File: config.mk
export PLATFORM = sky130hd
export DESIGN_NAME = thruster_clean_sequencer_flat
export DESIGN_NICKNAME = d
export VERILOG_FILES = /design/src/sv/tcs_pkg.sv /design/src/sv/tcs_if.sv /design/src/sv/tcs_cfg_regs.sv /design/src/sv/tcs_in_reg.sv /design/src/sv/tcs_step_core.sv /design/src/sv/tcs_out_reg.sv /design/src/sv/thruster_clean_sequencer.sv /design/src/flat_wrapper.sv
export SDC_FILE = /design/constraint.sdc
export NUM_CORES = 1
export LEC_CHECK = 0
export CORE_MARGIN = 2
export CORE_UTILIZATION = 36
export DETAILED_ROUTE_END_ITERATION = 10
export DONT_BUFFER_PORTS = 1
export GPL_ROUTABILITY_DRIVEN = 0
export GPL_TIMING_DRIVEN = 0
export SYNTH_ARGS = -nofsm -noshare
export SYNTH_HDL_FRONTEND = slang
export SYNTH_SLANG_ARGS = --single-unit
File: constraint.sdc
create_clock -name clk -period 12.9 [get_ports clk]
set_input_delay 0.645 -clock clk [delete_from_list [all_inputs] [get_ports clk]]
set_output_delay 0.645 -clock clk [all_outputs]
set_load 0.05 [all_outputs]
File: src/sv/tcs_pkg.sv
// Shared types, constants and step table for the thruster cleaning sequencer.
package tcs_pkg;

  localparam int TIME_BITS_DEF = 32;

  localparam int REQ_W    = 2;
  localparam int NOW_W    = 32;
  localparam int SPEED_W  = 8;
  localparam int STEP_W   = 4;
  localparam int STATUS_W = 4;
  localparam int POWER_W  = 7;
  localparam int DUR_W    = 16;

  localparam int CFG_ADDR_W = 5;
  localparam int CFG_DATA_W = 32;

  // Register indexes (paddr[4:2])
  localparam logic [2:0] REG_MAX_SPEED    = 3'd0;
  localparam logic [2:0] REG_BURST_TIME   = 3'd1;
  localparam logic [2:0] REG_SETTLE_TIME  = 3'd2;
  localparam logic [2:0] REG_PAUSE_TIME   = 3'd3;
  localparam logic [2:0] REG_WAKE_TIMEOUT = 3'd4;

  localparam logic [7:0]       MAX_SPEED_RST    = 8'd0;
  localparam logic [DUR_W-1:0] BURST_TIME_RST   = 16'd2000;
  localparam logic [DUR_W-1:0] SETTLE_TIME_RST  = 16'd400;
  localparam logic [DUR_W-1:0] PAUSE_TIME_RST   = 16'd100;
  localparam logic [DUR_W-1:0] WAKE_TIMEOUT_RST = 16'd8000;

  localparam logic [7:0]         POWER_LIMIT = 8'd100;
  localparam logic [POWER_W-1:0] POWER_CLAMP = 7'd100;

  // Request types
  localparam logic [REQ_W-1:0] REQ_SERVICE = 2'd0;
  localparam logic [REQ_W-1:0] REQ_START   = 2'd1;
  localparam logic [REQ_W-1:0] REQ_ABORT   = 2'd2;

  // Status codes
  localparam logic [STATUS_W-1:0] ST_NONE         = 4'd0;
  localparam logic [STATUS_W-1:0] ST_STARTED      = 4'd1;
  localparam logic [STATUS_W-1:0] ST_IGNORED      = 4'd2;
  localparam logic [STATUS_W-1:0] ST_REFUSED_CAL  = 4'd3;
  localparam logic [STATUS_W-1:0] ST_REFUSED_PWR  = 4'd4;
  localparam logic [STATUS_W-1:0] ST_ABORTED      = 4'd5;
  localparam logic [STATUS_W-1:0] ST_WAITING      = 4'd6;
  localparam logic [STATUS_W-1:0] ST_SUPPLY_UP    = 4'd7;
  localparam logic [STATUS_W-1:0] ST_STEP_ADVANCE = 4'd8;
  localparam logic [STATUS_W-1:0] ST_TIMEOUT      = 4'd9;
  localparam logic [STATUS_W-1:0] ST_DONE         = 4'd10;

  localparam logic [STEP_W-1:0] STEP_LAST = 4'd8;

  // Thruster directions
  localparam logic [1:0] DIR_STOP = 2'b00;
  localparam logic [1:0] DIR_FWD  = 2'b01;
  localparam logic [1:0] DIR_REV  = 2'b11;

  // Step durations
  localparam logic [1:0] KIND_SETTLE = 2'd0;
  localparam logic [1:0] KIND_BURST  = 2'd1;
  localparam logic [1:0] KIND_PAUSE  = 2'd2;

  typedef struct packed {
    logic [7:0]       max_speed;
    logic [DUR_W-1:0] burst_time;
    logic [DUR_W-1:0] settle_time;
    logic [DUR_W-1:0] pause_time;
    logic [DUR_W-1:0] wake_timeout;
  } cfg_t;

  typedef struct packed {
    logic [REQ_W-1:0] req_type;
    logic [NOW_W-1:0] now_ms;
    logic             esc_powered;
    logic             calibrating;
  } in_item_t;

  typedef struct packed {
    logic signed [SPEED_W-1:0] speed_bb;
    logic signed [SPEED_W-1:0] speed_sb;
    logic                      active;
    logic                      wake_request;
    logic [STEP_W-1:0]         step_index;
    logic [STATUS_W-1:0]       status;
  } res_t;

  function automatic logic [1:0] step_dir_bb(input logic [STEP_W-1:0] s);
    case (s)
      4'd1:    step_dir_bb = DIR_REV;
      4'd3:    step_dir_bb = DIR_FWD;
      4'd5:    step_dir_bb = DIR_REV;
      default: step_dir_bb = DIR_STOP;
    endcase
  endfunction

  function automatic logic [1:0] step_dir_sb(input logic [STEP_W-1:0] s);
    case (s)
      4'd1:    step_dir_sb = DIR_REV;
      4'd3:    step_dir_sb = DIR_FWD;
      4'd7:    step_dir_sb = DIR_REV;
      default: step_dir_sb = DIR_STOP;
    endcase
  endfunction

  function automatic logic [1:0] step_kind(input logic [STEP_W-1:0] s);
    case (s)
      4'd1, 4'd3, 4'd5, 4'd7: step_kind = KIND_BURST;
      4'd2:                   step_kind = KIND_PAUSE;
      default:                step_kind = KIND_SETTLE;
    endcase
  endfunction

  function automatic logic [DUR_W-1:0] step_len(input cfg_t c, input logic [STEP_W-1:0] s);
    case (step_kind(s))
      KIND_BURST: step_len = c.burst_time;
      KIND_PAUSE: step_len = c.pause_time;
      default:    step_len = c.settle_time;
    endcase
  endfunction

  function automatic logic signed [SPEED_W-1:0] speed_cmd(input logic [1:0] dir,
                                                          input logic [POWER_W-1:0] pw);
    case (dir)
      DIR_FWD: speed_cmd = {1'b0, pw};
      DIR_REV: speed_cmd = 8'(8'd0 - {1'b0, pw});
      default: speed_cmd = '0;
    endcase
  endfunction

endpackage

File: src/sv/tcs_if.sv
// Valid/ready channel interfaces for request items and result items.
interface tcs_in_if;
  import tcs_pkg::*;

  logic             valid;
  logic             ready;
  logic [REQ_W-1:0] req_type;
  logic [NOW_W-1:0] now_ms;
  logic             esc_powered;
  logic             calibrating;

  modport source (output valid, req_type, now_ms, esc_powered, calibrating, input ready);
  modport sink   (input valid, req_type, now_ms, esc_powered, calibrating, output ready);
endinterface

interface tcs_out_if;
  import tcs_pkg::*;

  logic                      valid;
  logic                      ready;
  logic signed [SPEED_W-1:0] speed_bb;
  logic signed [SPEED_W-1:0] speed_sb;
  logic                      active;
  logic                      wake_request;
  logic [STEP_W-1:0]         step_index;
  logic [STATUS_W-1:0]       status;

  modport source (output valid, speed_bb, speed_sb, active, wake_request, step_index, status,
                  input ready);
  modport sink   (input valid, speed_bb, speed_sb, active, wake_request, step_index, status,
                  output ready);
endinterface

File: src/sv/tcs_cfg_regs.sv
// APB-style configuration register file.
module tcs_cfg_regs (
  input  logic                           clk,
  input  logic                           rst_n,
  input  logic                           cfg_psel,
  input  logic                           cfg_penable,
  input  logic                           cfg_pwrite,
  input  logic [tcs_pkg::CFG_ADDR_W-1:0] cfg_paddr,
  input  logic [tcs_pkg::CFG_DATA_W-1:0] cfg_pwdata,
  output logic [tcs_pkg::CFG_DATA_W-1:0] cfg_prdata,
  output logic                           cfg_pready,
  output tcs_pkg::cfg_t                  cfg
);
  import tcs_pkg::*;

  cfg_t       cfg_r;
  logic [2:0] idx;
  logic       wr;

  assign idx        = cfg_paddr[CFG_ADDR_W-1:2];
  assign cfg_pready = 1'b1;
  assign wr         = cfg_psel && cfg_penable && cfg_pwrite;
  assign cfg        = cfg_r;

  always_ff @(posedge clk) begin
    if (!rst_n) begin
      cfg_r.max_speed    <= MAX_SPEED_RST;
      cfg_r.burst_time   <= BURST_TIME_RST;
      cfg_r.settle_time  <= SETTLE_TIME_RST;
      cfg_r.pause_time   <= PAUSE_TIME_RST;
      cfg_r.wake_timeout <= WAKE_TIMEOUT_RST;
    end else if (wr) begin
      case (idx)
        REG_MAX_SPEED:    cfg_r.max_speed    <= cfg_pwdata[7:0];
        REG_BURST_TIME:   cfg_r.burst_time   <= cfg_pwdata[DUR_W-1:0];
        REG_SETTLE_TIME:  cfg_r.settle_time  <= cfg_pwdata[DUR_W-1:0];
        REG_PAUSE_TIME:   cfg_r.pause_time   <= cfg_pwdata[DUR_W-1:0];
        REG_WAKE_TIMEOUT: cfg_r.wake_timeout <= cfg_pwdata[DUR_W-1:0];
        default: ;
      endcase
    end
  end

  always_comb begin
    case (idx)
      REG_MAX_SPEED:    cfg_prdata = {24'd0, cfg_r.max_speed};
      REG_BURST_TIME:   cfg_prdata = {16'd0, cfg_r.burst_time};
      REG_SETTLE_TIME:  cfg_prdata = {16'd0, cfg_r.settle_time};
      REG_PAUSE_TIME:   cfg_prdata = {16'd0, cfg_r.pause_time};
      REG_WAKE_TIMEOUT: cfg_prdata = {16'd0, cfg_r.wake_timeout};
      default:          cfg_prdata = '0;
    endcase
  end

endmodule

File: src/sv/tcs_in_reg.sv
// Input register: captures one request item per transfer.
module tcs_in_reg (
  input  logic                clk,
  input  logic                rst_n,
  tcs_in_if.sink              in_ch,
  input  logic                take,
  output logic                item_valid,
  output tcs_pkg::in_item_t   item
);
  import tcs_pkg::*;

  logic     valid_r;
  in_item_t item_r;

  assign in_ch.ready = !valid_r || take;
  assign item_valid  = valid_r;
  assign item        = item_r;

  always_ff @(posedge clk) begin
    if (!rst_n) begin
      valid_r <= 1'b0;
    end else if (in_ch.valid && in_ch.ready) begin
      valid_r <= 1'b1;
    end else if (take) begin
      valid_r <= 1'b0;
    end
  end

  always_ff @(posedge clk) begin
    if (in_ch.valid && in_ch.ready) begin
      item_r.req_type    <= in_ch.req_type;
      item_r.now_ms      <= in_ch.now_ms;
      item_r.esc_powered <= in_ch.esc_powered;
      item_r.calibrating <= in_ch.calibrating;
    end
  end

endmodule

File: src/sv/tcs_step_core.sv
// Routine state and the per-item decision logic.
module tcs_step_core #(
  parameter int TIME_BITS = tcs_pkg::TIME_BITS_DEF
) (
  input  logic              clk,
  input  logic              rst_n,
  input  logic              en,
  input  tcs_pkg::in_item_t item,
  input  tcs_pkg::cfg_t     cfg,
  output tcs_pkg::res_t     res
);
  import tcs_pkg::*;

  logic                 running_r, running_nxt;
  logic                 waking_r, waking_nxt;
  logic [STEP_W-1:0]    step_r, step_nxt;
  logic [TIME_BITS-1:0] step_dl_r, step_dl_nxt;
  logic [TIME_BITS-1:0] wake_dl_r, wake_dl_nxt;
  logic [POWER_W-1:0]   power_r, power_nxt;

  logic [TIME_BITS-1:0] now;
  logic [TIME_BITS-1:0] step_diff;
  logic [TIME_BITS-1:0] wake_diff;
  logic                 step_hit;
  logic                 wake_hit;
  logic [STEP_W-1:0]    step_cl;
  logic [STEP_W-1:0]    step_inc;
  logic [POWER_W-1:0]   clamp;
  logic                 finished;

  assign now       = TIME_BITS'(item.now_ms);
  assign step_diff = now - step_dl_r;
  assign wake_diff = now - wake_dl_r;
  // wrap-safe: reached once the difference is non-negative
  assign step_hit  = !step_diff[TIME_BITS-1];
  assign wake_hit  = !wake_diff[TIME_BITS-1];
  assign step_cl   = (step_r > STEP_LAST) ? STEP_LAST : step_r;
  assign step_inc  = 4'(step_cl + 4'd1);
  assign clamp     = (cfg.max_speed > POWER_LIMIT) ? POWER_CLAMP : cfg.max_speed[POWER_W-1:0];

  always_comb begin
    running_nxt      = running_r;
    waking_nxt       = waking_r;
    step_nxt         = step_r;
    step_dl_nxt      = step_dl_r;
    wake_dl_nxt      = wake_dl_r;
    power_nxt        = power_r;
    finished         = 1'b0;
    res.speed_bb     = '0;
    res.speed_sb     = '0;
    res.wake_request = 1'b0;
    res.status       = ST_NONE;

    case (item.req_type)
      REQ_START: begin
        if (running_r) begin
          res.status = ST_IGNORED;
        end else if (item.calibrating) begin
          res.status = ST_REFUSED_CAL;
        end else begin
          power_nxt = clamp;
          if (clamp == '0) begin
            res.status = ST_REFUSED_PWR;
          end else begin
            running_nxt      = 1'b1;
            waking_nxt       = 1'b1;
            step_nxt         = '0;
            wake_dl_nxt      = now + TIME_BITS'(cfg.wake_timeout);
            step_dl_nxt      = now + TIME_BITS'(step_len(cfg, '0));
            res.wake_request = 1'b1;
            res.status       = ST_STARTED;
          end
        end
      end
      REQ_ABORT: begin
        if (running_r) begin
          running_nxt = 1'b0;
          waking_nxt  = 1'b0;
          res.status  = ST_ABORTED;
        end
      end
      REQ_SERVICE: begin
        if (running_r) begin
          if (waking_r) begin
            // supply up wins over the timeout
            if (item.esc_powered) begin
              waking_nxt  = 1'b0;
              step_dl_nxt = now + TIME_BITS'(step_len(cfg, '0));
              res.status  = ST_SUPPLY_UP;
            end else if (wake_hit) begin
              running_nxt = 1'b0;
              res.status  = ST_TIMEOUT;
            end else begin
              res.status  = ST_WAITING;
            end
          end else begin
            step_nxt = step_cl;
            if (step_hit) begin
              if (step_cl == STEP_LAST) begin
                running_nxt = 1'b0;
                finished    = 1'b1;
                res.status  = ST_DONE;
              end else begin
                step_nxt    = step_inc;
                step_dl_nxt = now + TIME_BITS'(step_len(cfg, step_inc));
                res.status  = ST_STEP_ADVANCE;
              end
            end
            if (!finished) begin
              res.speed_bb = speed_cmd(step_dir_bb(step_nxt), power_r);
              res.speed_sb = speed_cmd(step_dir_sb(step_nxt), power_r);
            end
          end
        end
      end
      default: ;
    endcase

    res.active     = running_nxt;
    res.step_index = step_nxt;
  end

  always_ff @(posedge clk) begin
    if (!rst_n) begin
      running_r <= 1'b0;
      waking_r  <= 1'b0;
      step_r    <= '0;
      step_dl_r <= '0;
      wake_dl_r <= '0;
      power_r   <= '0;
    end else if (en) begin
      running_r <= running_nxt;
      waking_r  <= waking_nxt;
      step_r    <= step_nxt;
      step_dl_r <= step_dl_nxt;
      wake_dl_r <= wake_dl_nxt;
      power_r   <= power_nxt;
    end
  end

endmodule

File: src/sv/tcs_out_reg.sv
// Result register: holds one result until the receiver takes it.
module tcs_out_reg (
  input  logic          clk,
  input  logic          rst_n,
  input  logic          load,
  input  tcs_pkg::res_t res,
  output logic          can_load,
  tcs_out_if.source     out_ch
);
  import tcs_pkg::*;

  logic valid_r;
  res_t res_r;

  assign can_load            = !valid_r || out_ch.ready;
  assign out_ch.valid        = valid_r;
  assign out_ch.speed_bb     = res_r.speed_bb;
  assign out_ch.speed_sb     = res_r.speed_sb;
  assign out_ch.active       = res_r.active;
  assign out_ch.wake_request = res_r.wake_request;
  assign out_ch.step_index   = res_r.step_index;
  assign out_ch.status       = res_r.status;

  always_ff @(posedge clk) begin
    if (!rst_n) begin
      valid_r <= 1'b0;
    end else if (load) begin
      valid_r <= 1'b1;
    end else if (out_ch.ready) begin
      valid_r <= 1'b0;
    end
  end

  always_ff @(posedge clk) begin
    if (load) begin
      res_r <= res;
    end
  end

endmodule

File: src/sv/thruster_clean_sequencer.sv
// Top level of the two-thruster cleaning sequencer.
//
// Usage:
//   in_ch  : request items (service tick, start, abort) with the current ms time,
//            the motor supply flag and the compass calibration flag.
//   out_ch : one result per request: both speed commands, run flag, wake pulse,
//            step number and a status code.
//   cfg_*  : APB-style register port; max_speed, burst_time, settle_time,
//            pause_time, wake_timeout at byte addresses 0, 4, 8, 12, 16.
//            Write only while no request is in flight.
// Timing:
//   A request transfers into the input register, is decided from there and
//   lands in the result register, which drives out_valid. One request per
//   cycle is sustained while out_ch.ready stays high; the routine state is
//   updated at the same edge that loads the result, so the next request sees it.
// Reset (rst_n low, synchronous): clears the run state and both pipeline valid
//   flags and returns the registers to their default values.
// Stall: a result that is not taken holds in the result register; one more
//   request may wait in the input register, then in_ch.ready drops.
module thruster_clean_sequencer #(
  parameter int TIME_BITS = tcs_pkg::TIME_BITS_DEF
) (
  input  logic                           clk,
  input  logic                           rst_n,
  tcs_in_if.sink                         in_ch,
  tcs_out_if.source                      out_ch,
  input  logic                           cfg_psel,
  input  logic                           cfg_penable,
  input  logic                           cfg_pwrite,
  input  logic [tcs_pkg::CFG_ADDR_W-1:0] cfg_paddr,
  input  logic [tcs_pkg::CFG_DATA_W-1:0] cfg_pwdata,
  output logic [tcs_pkg::CFG_DATA_W-1:0] cfg_prdata,
  output logic                           cfg_pready
);
  import tcs_pkg::*;

  cfg_t     cfg;
  in_item_t item;
  res_t     res;
  logic     item_valid;
  logic     can_load;
  logic     take;

  // advance the held request when the result register has room
  assign take = item_valid && can_load;

  tcs_cfg_regs u_cfg (
    .clk         (clk),
    .rst_n       (rst_n),
    .cfg_psel    (cfg_psel),
    .cfg_penable (cfg_penable),
    .cfg_pwrite  (cfg_pwrite),
    .cfg_paddr   (cfg_paddr),
    .cfg_pwdata  (cfg_pwdata),
    .cfg_prdata  (cfg_prdata),
    .cfg_pready  (cfg_pready),
    .cfg         (cfg)
  );

  tcs_in_reg u_in (
    .clk        (clk),
    .rst_n      (rst_n),
    .in_ch      (in_ch),
    .take       (take),
    .item_valid (item_valid),
    .item       (item)
  );

  // decide the request and commit the routine state on the same edge
  tcs_step_core #(
    .TIME_BITS (TIME_BITS)
  ) u_core (
    .clk   (clk),
    .rst_n (rst_n),
    .en    (take),
    .item  (item),
    .cfg   (cfg),
    .res   (res)
  );

  tcs_out_reg u_out (
    .clk      (clk),
    .rst_n    (rst_n),
    .load     (take),
    .res      (res),
    .can_load (can_load),
    .out_ch   (out_ch)
  );

endmodule

File: src/flat_wrapper.sv
// flat-port wrapper written by rule: the top's interface ports become plain ports
module thruster_clean_sequencer_flat import tcs_pkg::*;
#(
  parameter int TIME_BITS = tcs_pkg::TIME_BITS_DEF
)
  (clk, rst_n, cfg_psel, cfg_penable, cfg_pwrite, cfg_paddr, cfg_pwdata, cfg_prdata, cfg_pready, in_ch_valid, in_ch_req_type, in_ch_now_ms, in_ch_esc_powered, in_ch_calibrating, in_ch_ready, out_ch_valid, out_ch_speed_bb, out_ch_speed_sb, out_ch_active, out_ch_wake_request, out_ch_step_index, out_ch_status, out_ch_ready);
  tcs_in_if in_ch_i ();
  tcs_out_if out_ch_i ();
  input  logic clk;
  input  logic rst_n;
  input  logic cfg_psel;
  input  logic cfg_penable;
  input  logic cfg_pwrite;
  input  logic [tcs_pkg::CFG_ADDR_W-1:0] cfg_paddr;
  input  logic [tcs_pkg::CFG_DATA_W-1:0] cfg_pwdata;
  output logic [tcs_pkg::CFG_DATA_W-1:0] cfg_prdata;
  output logic cfg_pready;
  input wire logic [$bits(in_ch_i.valid)-1:0] in_ch_valid;
  input wire logic [$bits(in_ch_i.req_type)-1:0] in_ch_req_type;
  input wire logic [$bits(in_ch_i.now_ms)-1:0] in_ch_now_ms;
  input wire logic [$bits(in_ch_i.esc_powered)-1:0] in_ch_esc_powered;
  input wire logic [$bits(in_ch_i.calibrating)-1:0] in_ch_calibrating;
  output wire logic [$bits(in_ch_i.ready)-1:0] in_ch_ready;
  output wire logic [$bits(out_ch_i.valid)-1:0] out_ch_valid;
  output wire logic [$bits(out_ch_i.speed_bb)-1:0] out_ch_speed_bb;
  output wire logic [$bits(out_ch_i.speed_sb)-1:0] out_ch_speed_sb;
  output wire logic [$bits(out_ch_i.active)-1:0] out_ch_active;
  output wire logic [$bits(out_ch_i.wake_request)-1:0] out_ch_wake_request;
  output wire logic [$bits(out_ch_i.step_index)-1:0] out_ch_step_index;
  output wire logic [$bits(out_ch_i.status)-1:0] out_ch_status;
  input wire logic [$bits(out_ch_i.ready)-1:0] out_ch_ready;
  assign in_ch_i.valid = in_ch_valid;
  assign in_ch_i.req_type = in_ch_req_type;
  assign in_ch_i.now_ms = in_ch_now_ms;
  assign in_ch_i.esc_powered = in_ch_esc_powered;
  assign in_ch_i.calibrating = in_ch_calibrating;
  assign in_ch_ready = in_ch_i.ready;
  assign out_ch_valid = out_ch_i.valid;
  assign out_ch_speed_bb = out_ch_i.speed_bb;
  assign out_ch_speed_sb = out_ch_i.speed_sb;
  assign out_ch_active = out_ch_i.active;
  assign out_ch_wake_request = out_ch_i.wake_request;
  assign out_ch_step_index = out_ch_i.step_index;
  assign out_ch_status = out_ch_i.status;
  assign out_ch_i.ready = out_ch_ready;
  thruster_clean_sequencer #(.TIME_BITS(TIME_BITS)) u_core (.clk(clk), .rst_n(rst_n), .in_ch(in_ch_i), .out_ch(out_ch_i), .cfg_psel(cfg_psel), .cfg_penable(cfg_penable), .cfg_pwrite(cfg_pwrite), .cfg_paddr(cfg_paddr), .cfg_pwdata(cfg_pwdata), .cfg_prdata(cfg_prdata), .cfg_pready(cfg_pready));
endmodule
After elaboration in Yosys (flattened, before gate mapping)
Index checks and enable logic that the tools add are counted.

cells by class
  add/sub/neg operators = 8
  $mul = 0
  div/mod/pow operators = 0
  magnitude comparators = 2
  equality and inequality tests = 34
  shift operators = 0
  muxes and demuxes = 103
  bitwise logic cells = 5
  reductions and logical operators = 29

operators with widths
  kind                number
  $mux 32             8
  $mux 16             13
  $add 32x16->32      4
  $pmux 16 s2         3
  $pmux 16 s5         1
  $mux 4              16
  $pmux 32 s2         1
  $sub 32x32->32      2
  $mux 2              22
  $pmux 8 s2          2
  $mux 1              25
  $eq 4x3->1 const B  4
  $eq 2x1->1 const B  6
  $eq 2x2->1 const B  6
  $eq 4x2->1 const B  3
  $mux 3              4
  $pmux 2 s2          3
  $pmux 4 s3          1
  $ne 2x2->1 const B  5
  $reduce_and 2->1    5
  $reduce_and 9->1    1
  $eq 4x1->1 const B  2
  $gt 8x7->1 const B  1
  $pmux 4 s2          1
  25 further kinds    42

word-level totals
  register bits = 213
  latch bits = 0
  bits in writable memories = 0
  ROM bits = 0
  input port bits = 80
  output and inout port bits = 61
  logic and storage cells = 204
  memories kept = 0

Longest topological paths before layout
  depth in word-level cells = 24
  gate-level depth with buffers = 22
  depth with buffers taken out = 19

Modules after synthesis
Synthesis repeated with hierarchy kept, for this count alone.

unflattened totals
  cells, all modules = 1,578
  area total of the unflattened synthesis = 13,644.3 um^2

modules (own cells, without submodules)
  module                    instances  cells each  area each (um^2)  seq. area each (um^2)
  tcs_step_core             1          1,139       8,237.9           1,541.5
  tcs_cfg_regs              1          367         3,432.0           1,441.4
  tcs_in_reg                1          41          1,138.6           1,101.1
  tcs_out_reg               1          30          829.5             800.8
  thruster_clean_sequencer  1          1           6.3               0.0

Least setup slack after synthesis
No wires, ideal clock.

  kind = register -> register
  start point = reg u_core.u_core.step_r[3]
  end point = reg u_core.u_core.step_dl_r[26]
  setup time = 86 ps
  arrival time = 4,322 ps
  required time = 12,814 ps
  setup slack = 8,492 ps
  cell stages (with the launch flop) = 22
  path buffers = 4
  clock period less this slack = 4,408 ps
  cell sequence = dfxtp_1 -> clkbuf_1 -> nand2b_1 -> inv_1 -> ha_1 -> and3_1 -> o211a_1 -> clkbuf_1 -> nor2_1 -> clkbuf_1 -> a21oi_1 -> ha_1 -> a211o_1 -> o211ai_1 -> a211o_1 -> a31oi_1 -> a31oi_1 -> a311o_1 -> clkbuf_1 -> nor3_1 -> xnor2_1 -> a211oi_1

between the ends
  word-level cells in the longest chain between the ends = 24
  elaborated cells between the ends (all ways) = 32
  classes of those cells = add/sub: 2; order compare: 1; eq/ne: 9; mux: 18; reduce/logical: 2

ends and longest elaborated chain
  what                                      RTL line              RTL
  start: declaration                        tcs_step_core.sv:16   logic [STEP_W-1:0] step_r, step_nxt;
  start signal: assignment                  tcs_step_core.sv:134  step_r <= step_nxt;
  $gt 4x4->1                                tcs_step_core.sv:37   assign step_cl = (step_r > STEP_LAST) ? STEP_LAST : step_r;
  $mux 4 *                                  tcs_step_core.sv:37
  $add 4x1->4                               tcs_step_core.sv:38   assign step_inc = 4'(step_cl + 4'd1);
  $eq 4x1->1, or another cell as far along  tcs_pkg.sv:106        case (s)
  $reduce_or 4->1                           tcs_pkg.sv:106
  $pmux 2 s2                                tcs_pkg.sv:106
  $mux 2                                    tcs_step_core.sv:99   if (step_cl == STEP_LAST) begin
  $mux 2                                    tcs_step_core.sv:98   if (step_hit) begin
  [8 not listed]                            --
  $mux 16                                   tcs_step_core.sv:83   if (running_r) begin
  $mux 16                                   tcs_step_core.sv:54   case (item.req_type)
  $add 32x16->32                            tcs_step_core.sv:105  step_dl_nxt = now + TIME_BITS'(step_len(cfg, step_inc));
  $mux 32                                   tcs_step_core.sv:99
  $mux 32                                   tcs_step_core.sv:98
  $mux 32                                   tcs_step_core.sv:84   if (waking_r) begin
  $mux 32                                   tcs_step_core.sv:83
  $pmux 32 s2                               tcs_step_core.sv:54
  end signal: assignment                    tcs_step_core.sv:135  step_dl_r <= step_dl_nxt;
  end: declaration                          tcs_step_core.sv:17   logic [TIME_BITS-1:0] step_dl_r, step_dl_nxt;

Every way passes the cells marked *; elsewhere a longest branch is shown, timed or not. The select of a mux whose other input is x is not followed.
A chain may end at the register's enable or synchronous reset.

Worst setup path in the final report
Same ends and word-level chain as after synthesis.

==> qor.csv <==
stage,metric,value,unit
status,status,completed,
synthesis,synth_cell_types,71,
clock_tree,clock_sinks,213,
min_path,hold-path-endpoint,u_core.u_in.item[0],
setup_path,r2r_start,u_core.u_core.step_r[3],
power_and_ir_drop,seq_power_share,43.5,%
detailed_routing,drt_pre_antenna_iters,6,
setup_path,cp_cell_sequence,clkbuf_1 -> nand2b_1 -> inv_1 -> ha_1 -> and3_1 -> o211a_1 -> clkbuf_1 -> nor2_1 -> clkbuf_1 -> a21oi_1 -> ha_1 -> a211o_1 -> o211ai_1 -> a211o_1 -> a31oi_1 -> a31oi_1 -> a311o_1 -> clkbuf_1 -> nor3_1 -> xnor2_1 -> a211oi_1,
synthesis,netlist_area,13400,sq um
sta,rsz0062_at_grt,false,
min_path,min_from,in_ch_calibrating,
sta,setup_ws,7130,ps
setup_path,cpMaxStageDelayCell,nor2_1,
clock_tree,cts_resized,0,
detailed_routing,drc,0,
die,die_y,197,um
power_and_ir_drop,totalPowerFinal,1.69,mW
die,ios,141,
setup_path,setup.worst_path.end_class,flop,
sta,hold_viol_final,0,
synthesis,synth_warnings,0,
die,rows,70,
setup_path,worstSetupPathType,flop to flop,
sta,min_period,5770,ps
setup_path,cp.arrival,6220,ps
power_and_ir_drop,p_switching,0.466,mW
die,dieArea,38900,sq um
clock_tree,max-clock-path-buffers,3,
detailed_routing,vias,12200,
synthesis,postSynthCellCount,1625,
die,core-area,36700,sq um
synthesis,synth_ff_type,dfxtp_1,
global_routing,first_global_vias,11400,
clock_tree,cts_tree,yes,
synthesis,yosys-top-cells-area,"dfxtp_1 23%, edfxtp_1 14%, ha_1 10%, nand2_1 7.1%, a21oi_1 6.1%",
detailed_routing,wirelength,42300,um
power_and_ir_drop,peakVddDrop,83.0,uV
clock_tree,cts_buffers,27,
setup_path,crit_family,compound AO/OA/AOI/OAI gates,
layout,drive_above_1_share,5.33,%
sta,fmax,173,MHz
layout,diodes,0,
clock_tree,path_clk_slew,60,ps
die,die_w,197,um
synthesis,synth-seq-cells,213,
setup_path,path_max_fanout,10,
synthesis,yosysSeqAreaShare,36.4,%
clock_tree,post-cts-setup-buffer-count,0,
setup_path,r2r_cells,21,
place,dp_hpwl,31800,um
clock_tree,clock-root-buffer,clkbuf_16,
synthesis,synth.avg_cell_area,8.27,sq um
detailed_routing,ant_nets,0,
setup_path,cp_common_cell,clkbuf_1,
global_routing,grt_pass1_wl,65500,um
synthesis,async_flop_share,0,%
sta,final-setup-viol-count,0,
detailed_routing,wl_per_cell,19.6,um
clock_tree,ctsHoldBuffers,0,
min_path,min_path_cells,0,
flow_run,cap_violations,0,
setup_path,path_buf_inv,5,
min_path,min-delay-path-class,input pin to flop,
setup_path,crit_required,13350,ps
synthesis,synth_top_cell_area_share,22.5,%
synthesis,synth.most_common_cell,nand2_1,
layout,utilization,40.8,%
layout,multi_input_area,7830,sq um
layout,num-nets-final,1865,
clock_tree,cts_max_level,1,
sta,fin_crit_sh,44.7,%
layout,synthToLayoutAreaGrowth,11.4,%
place,portBuffers,0,
sta,relSlewSlack,9.14,%
global_routing,grt_usage,21.5,%
layout,regArea,4880,sq um
sta,finalMaxSlewViolations,0,
clock_tree,clk_latency,550,ps
setup_path,cpPeakStageDelay,480,ps
detailed_routing,via_per_inst,5.66,
global_routing,grt_max_degree,35,
power_and_ir_drop,p_leak,5.46,nW
setup_path,rrSetupSlack,7130,ps
global_routing,antenna_found_initial,0,
synthesis,synth_top_cell_by_area,dfxtp_1,
setup_path,r2r_end,u_core.u_core.step_dl_r[26],
power_and_ir_drop,sw_frac_of_total,27.5,%
sta,fin_setup_tns,0,ps
power_and_ir_drop,powerDensity,113,nW/um^2
power_and_ir_drop,pwr-share-clk,44.1,%
place,pre_cts_slack,7200,ps
synthesis,synth_edf_count,62,
power_and_ir_drop,internal_power,1.23,mW
detailed_routing,drt_iter0_drc,1089,
synthesis,synth_common_cells,"253 x nand2_1, 163 x a21oi_1, 151 x dfxtp_1, 112 x ha_1, 97 x nor2_1",
sta,finClkSkew,10.1,ps
power_and_ir_drop,combPwrFrac,12.5,%
setup_path,critPathLaunchType,flop,
die,start_util,36.6,%
sta,worst_pin_slew,1350,ps
global_routing,grt.overflow.total,0,
layout,nFillCells,3712,
==> worst max path at each step <==
| stage | start | end | slack, ps | cells past startpoint |
|---|---|---|---|---|
| 6_report | u_core.u_core.step_r[3] | u_core.u_core.step_dl_r[26] | 7130 | 21 |
| 5_1_grt | u_core.u_core.step_r[3] | u_core.u_core.step_dl_r[26] | 6560 | 21 |
| 2_1_floorplan | u_core.u_core.step_r[3] | u_core.u_core.step_dl_r[26] | 8490 | 21 |
| 3_3_place_gp | u_core.u_core.step_r[3] | u_core.u_core.step_dl_r[26] | 7240 | 21 |
| 4_1_cts | u_core.u_core.step_r[3] | u_core.u_core.step_dl_r[26] | 7150 | 21 |
| 3_5_place_dp | u_core.u_core.step_r[3] | u_core.u_core.step_dl_r[26] | 7200 | 21 |
==> cell type report <==
type / instances / area share [%]
inverter: 89 / 2.23
buffer: 98 / 3.00
clock buffer: 37 / 4.83
tap: 468 / 3.91
clock inverter: 12 / 0.911
timing repair buffer: 1 / 0.134
multi-input combinational: 1240 / 52.3
sequential: 213 / 32.6
==> worst reg2reg max path, cell delays in order, from the launching register on <==
cell,delay (ps)
dfxtp_1,320
clkbuf_1,340
nand2b_1,220
inv_1,110
ha_1,250
and3_1,200
o211a_1,240
clkbuf_1,280
nor2_1,490
clkbuf_1,420
a21oi_1,150
ha_1,390
a211o_1,150
o211ai_1,130
a211o_1,330
a31oi_1,310
a31oi_1,160
a311o_1,320
clkbuf_1,260
nor3_1,290
xnor2_1,100
a211oi_1,220
==> cell usage in the layout, fill, tap and decap left out, types with 34 or more instances in the layout <==
master	n
nand2_1	253
a21oi_1	163
dfxtp_1	151
ha_1	112
nor2_1	97
inv_1	88
o21ai_0	82
clkbuf_1	78
edfxtp_1	62
nand3_1	60
a22oi_1	45
xnor2_1	34
==> cells by family (layout without fill, tap and decap cells) <==
| kind of cell | count (synthesis) | in the layout | share of synthesized area (%) |
|---|---|---|---|
| AOI/OAI and AO/OA | 463 | 463 | 21.9 |
| xor gates and xnor gates | 64 | 64 | 4.17 |
| adders and majority gates | 115 | 115 | 10.9 |
| buffers and inverters | 187 | 237 | 5.83 |
| DFF | 213 | 213 | 36.4 |
| muxes | 29 | 29 | 2.23 |
| other | 2 | 17 | 0.0559 |
| and+or+nand+nor | 552 | 552 | 18.6 |
==> sequential cells by signal, indices dropped and copies added, names as in the netlist <==
register,count
u_core.u_cfg.cfg,72
u_core.u_in.item,36
u_core.u_core.step_dl_r,32
u_core.u_core.wake_dl_r,32
u_core.u_out.out_ch.speed_bb,8
u_core.u_out.out_ch.speed_sb,8
u_core.u_core.power_r,7
u_core.u_core.step_r,4
u_core.u_out.out_ch.status,4
u_core.u_out.out_ch.step_index,4
u_core.u_core.running_r,1
u_core.u_core.waking_r,1
u_core.u_in.item_valid,1
u_core.u_out.out_ch.active,1
u_core.u_out.out_ch.valid,1
u_core.u_out.out_ch.wake_request,1
==> power by group through the flow <==
stage	registers (mW)	logic [mW]	clock network, mW
final	0.735	0.211	0.746
after global routing	0.737	0.233	0.784
after CTS	0.736	0.208	0.761
after detailed placement	0.750	0.207	0
after global placement	0.750	0.202	0
after floorplan	0.740	0.160	0
==> routing by layer <==
metal | track usage [%] | wire (um) | vias to the layer above
met2 | 35.4 | 19100 | 455
met1 | 29.5 | 19100 | 5780
li1 | - | - | 5916
met5 | 0 | 0 | -
met4 | 7.10 | 1200 | 0
met3 | 2.39 | 2900 | 60
==> stage by stage <==
step           instances  hold slack [ps]  instance area [sq um]
2_1_floorplan       1640              432                  13500
3_3_place_gp        2108              442                  14100
3_5_place_dp        2109              447                  14100
4_1_cts             2158              164                  15000
5_1_grt             2158              169                  15000
6_report            2158              191                  15000
Note: power is estimated with default switching activity, not from simulation.
